## config.mk

```make
export PLATFORM = sky130hd
export DESIGN_NAME = bums_ram
export DESIGN_NICKNAME = d
export VERILOG_FILES = /design/src/hw/rtl/bums_pkg.sv /design/src/hw/rtl/bums_ram.sv
export SDC_FILE = /design/constraint.sdc
export NUM_CORES = 2
export LEC_CHECK = 0
export BUFFER_PORTS_ARGS = -buffer_cell sky130_fd_sc_hd__buf_4
export CAP_MARGIN = 0
export CELL_PAD_IN_SITES_DETAIL_PLACEMENT = 1
export CELL_PAD_IN_SITES_GLOBAL_PLACEMENT = 1
export CORE_AREA = 2 2 413 415
export DETAILED_ROUTE_END_ITERATION = 8
export DIE_AREA = 0 0 415 417
export PLACE_DENSITY = 0.77
export SLEW_MARGIN = 20
export SYNTH_ARGS = -nofsm -noshare
export SYNTH_HDL_FRONTEND = slang
export SYNTH_SLANG_ARGS = --single-unit
```

## constraint.sdc

```tcl
create_clock -name clk -period 4.1 [get_ports clk]
set_clock_uncertainty 0.15 [all_clocks]
set_input_delay 0.41 -clock clk [delete_from_list [all_inputs] [get_ports clk]]
set_output_delay 0.41 -clock clk [all_outputs]
set_load 0.02 [all_outputs]
```

## src/hw/rtl/bums_pkg.sv

```systemverilog
// Shared types and constants for the bottom-up merge sorter.
`timescale 1ns / 1ps

package bums_pkg;

  // Width of one stored value.
  localparam int DATA_W = 32;

  // Sequencer states of the sorter.
  typedef enum logic [2:0] {
    ST_IDLE,
    ST_PASS_CHK,
    ST_RUN_INIT,
    ST_MRG_RD,
    ST_MRG_WR,
    ST_EM_RD,
    ST_EM_LD,
    ST_EM_HOLD
  } state_t;

endpackage

```

## src/hw/rtl/bums_ram.sv

```systemverilog
// Value buffer with one write port and two registered read ports.
`timescale 1ns / 1ps

module bums_ram
  import bums_pkg::*;
#(
  parameter int DEPTH = 64,
  parameter int AW    = 6
) (
  input  logic              clk,
  input  logic              we,
  input  logic [AW-1:0]     waddr,
  input  logic [DATA_W-1:0] wdata,
  input  logic [AW-1:0]     raddr_a,
  input  logic [AW-1:0]     raddr_b,
  output logic [DATA_W-1:0] rdata_a,
  output logic [DATA_W-1:0] rdata_b
);

  logic [DATA_W-1:0] mem [DEPTH];

  always_ff @(posedge clk) begin
    if (we) begin
      mem[waddr] <= wdata;
    end
  end

  // Both read ports are registered: data for an address appears in the cycle after it.
  always_ff @(posedge clk) begin
    rdata_a <= mem[raddr_a];
    rdata_b <= mem[raddr_b];
  end

endmodule
```

; Yosys cells after proc, flatten, opt, wreduce, memory -nomap -nowiden
; Memories as Yosys holds them, arrays and structs flattened. A register that Yosys moved wholly into a read port is not among the register bits.
; Cells that the tools add are included.
; Widths: inputs -> output; s select.
[word_totals]
register_bits = 0
inputBits = 52
mem_bits_rw = 2048
n_memories = 1
word_cells = 3
[op_classes]
mux = 2
[mem_list]
columns = name, words, word_bits, rd, rd_clocked_by_memory_dff, write_ports, line
row1 = mem, 64, 32, 2, 2, 1, bums_ram.sv:20  ; logic [DATA_W-1:0] mem [DEPTH];
[op_table]
columns = cell, n
row1 = $mux 1, 2

; Depth between registers and ports, before layout
[logic_depth]
word_depth = 2
ltp_mapped = 10
ltp_nobuf = 5

; Least setup slack after synthesis
; OpenSTA, ideal clock, no wires.
[synth_timing]
path_kind = input -> register
from = in waddr[3]
to = mem mem[48][0], enable pin
t_required_ns = 3.489
arrival_ns = 3.140
path_slack_ns = 0.349
n_path_buf = 1
cell_stages = 4
setup_ns = 0.461
cell_sequence = clkbuf_1 > nor2b_1 > nand4b_1 > nor3_1
[synth_rtl]
columns = item, line
row1 = "start, declared", bums_ram.sv:12  ; input logic [AW-1:0] waddr,
row2 = "end, declared", bums_ram.sv:20
; No word-level cell before the write port.

==> results.tsv <==
metric	value	unit
drt wl/cell	43.6	um
Die Area	0.173	sq mm
ys flop type	edfxtp_1	
Leak Pwr	34.3	nW
TNS Setup	0	ps
Yosys top cell by area	edfxtp_1	
VDD IR max	0.373	mV
Max Cap Viol	0	
Cells after Synth	4412	
Via density	7.64	
hold wc startpoint	waddr[2]	
syn nets	4464	
H-Tree Depth	4	
root buffer cell	clkbuf_16	
Hold/Removal Path Class	primary input to flip-flop	
crit start category	primary input	
GRT Residual Overflow	0	
CP dominant cell by count	buf_12	
synthesized cell area	0.0957	sq mm
power per cell area	442	mW/mm^2
status	completed	
largest net degree at the start of global routing	77	
initial antenna violation count	20	
P&R area growth vs syn	13.4	%
Synth top cells by count	edfxtp_1 (2048), mux4_2 (1124), mux2i_1 (204)	
Num CTS Buffers	212	
non-filler instance count after layout	7104	
DR iter-0 viols	8348	
worst slew pin tran	1050	ps
row count	151	
Syn. warnings	0	
Max Buffers Root-to-Sink	3	
post-layout min period	2960	ps
Hold EP	mem[50][10]$_DFFE_PP_	
FF-to-FF Start	mem[45][8]$_DFFE_PP_	
GRT Total Usage	36.3	%
share of the synthesized area in the top cell type	64.3	%
Period Utilization, post-route	72.1	%
Final Wtd Congestion	0.849	
final WL	310	mm
Worst path slowest cell	o211ai_1	
share of cells above drive strength 1	39.5	%
Clock Latency Late Sink	880	ps
iteration count of the initial detailed-routing pass	8	
number of global-route vias before repair	56200	
CP arrival	3500	ps
CORE AREA	0.169	sq mm
Fin. Hold Viols	0	
synth top area cells	edfxtp_1 (64%), mux4_2 (26%), mux2i_1 (2.1%), dfxtp_1 (1.3%), a22oi_1 (0.67%)	
Mean Syn Cell Area	21.7	sq um
RSZ-0062 raised after global routing	false	
EDFF count, synth	2048	
post-synthesis sequential area ratio	65.6	%
Clock Pin Slew Worst Setup and Hold Paths	70	ps
worst rel slew slack	30.0	%
Worst setup EP type	flip-flop	
CTS resizes	0	
initial core utilization	56.8	%
Worst R2R End	rdata_a[8]$_DFF_P_	
Max Transition Viols Final	0	
drt drc	0	
TritonCTS Sinks	2112	
Die X	415	um
delay-heaviest family, CP	buffers and inverters	
most common cell in the synthesized netlist	edfxtp_1	
flops & latches, synth	2112	
crit-path cells	buf_8 > buf_12 > buf_12 > buf_12 > mux4_2 > mux2_2 > o211ai_1 > a21oi_1	
first-pass GRT wire length	436	mm
R2R cell count	4	
CTS tree	built	
Netlist cell types	38	
Max Fclk	338	MHz
WS Path Type	primary input to flip-flop	
input/output buffers	115	
Die H	417	um
routed via count	54300	
Largest stage delay, worst path	730	ps
FFs w/ async S/R, synth	0	%
required time worst endpoint	4640	ps
# IOs	116	
Inst Count DP	6665	
fin nets	4749	
Crit path buffers/inverters	4	
Hold Crit Depth	3	
Reg2Reg Setup Slack	1500	ps
antenna-violating nets left	0	
post-DP HPWL	182	mm
critical-path maximum fanout	35	
Final setup viols	0	
==> area by class of cell <==
class | count | area (sq um)
Antenna cell | 5 | 12.5
Clock inverter | 114 | 1250
Tap cell | 2218 | 2780
Timing Repair Buffer | 418 | 4270
Fill cell | 13300 | 60000
Clock buffer | 284 | 5760
Multi-Input combinational cell | 1952 | 31700
Inverter | 1 | 3.75
Sequential cell | 2112 | 62800
==> layout by cell type (no fill, tap or decap), drive strengths merged, types with 22 or more instances in the layout <==
| cell type | count |
|---|---|
| a21oi | 58 |
| nor2 | 94 |
| nand2 | 93 |
| buf | 383 |
| clkinv | 84 |
| o21ai | 49 |
| a22oi | 85 |
| dfxtp | 64 |
| dlygate4sd3 | 35 |
| mux2 | 36 |
| mux4 | 1124 |
| edfxtp | 2048 |
| o22ai | 56 |
| clkbuf | 284 |
| o211ai | 27 |
| mux2i | 204 |
| bufinv | 22 |
==> worst max path at each step <==
| stage | start | end | slack (ps) | depth (start not counted) |
|---|---|---|---|---|
| finish | raddr_b[0] | rdata_b[26]$_DFF_P_ | 1140 | 8 |
| CTS | raddr_b[0] | rdata_b[26]$_DFF_P_ | 1350 | 8 |
| detailed placement | raddr_b[0] | rdata_b[26]$_DFF_P_ | 440 | 8 |
| global route | raddr_b[0] | rdata_b[26]$_DFF_P_ | 1100 | 8 |
| global placement | raddr_b[0] | rdata_b[26]$_DFF_P_ | 450 | 8 |
| floorplan | waddr[3] | mem[48][0]$_DFFE_PP_ | 350 | 4 |
==> worst min-delay path, cell delays in order <==
cell	delay [ps]
buf_4	150
nand2b_1	240
nor2_4	110
==> sequential cells by signal, summed over array words and instances, names as in the netlist <==
| signal | cells |
|---|---|
| rdata_a | 32 |
| rdata_b | 32 |
| mem | 2048 |
==> per-layer routing <==
layer / track usage [%] / routed length, um
met1: 49.4 / 109000
met2: 56.3 / 146000
met3: 9.49 / 39300
met4: 15.4 / 15100
met5: 0 / 103
==> power by group <==
part / total (mW) / switching [mW] / leakage [nW] / internal (mW)
Sequential: 24.1 / 0.189 / 19.0 / 23.9
Combinational: 4.18 / 2.45 / 11.9 / 1.74
Clock: 19.7 / 8.43 / 3.42 / 11.2
Total: 48.0 / 11.1 / 34.3 / 36.9
==> logic make-up (layout without fill, tap and decap cells) <==
family	Yosys count	count (layout)	synth area share (%)
other	0	5	0
muxes	1364	1364	29.0
AOI/OAI and AO/OA	340	340	2.39
DFF	2112	2112	65.6
and+or+nand+nor	248	248	1.13
buffers and inverters	348	817	1.83
==> timing repair <==
item	in CTS	in global routing
setup endpoints to repair	0	0
buffers inserted	0	0
endpoints found under the hold margin	2058	0
hold buffers	35	0
==> through the flow <==
step	power [mW]	utilization, %	worst slack (ps)	hold slack, ps	area [sq um]
after floorplan	26.8	-	349	359	95700
after global placement	28.5	60.0	455	674	101000
after detailed placement	28.6	60.0	440	673	101000
after CTS	48.0	64.4	1350	14.3	108000
after global routing	49.0	64.4	1100	81.1	108000
final	48.0	64.4	1140	76.4	109000
(Power assumes the default switching activity.)
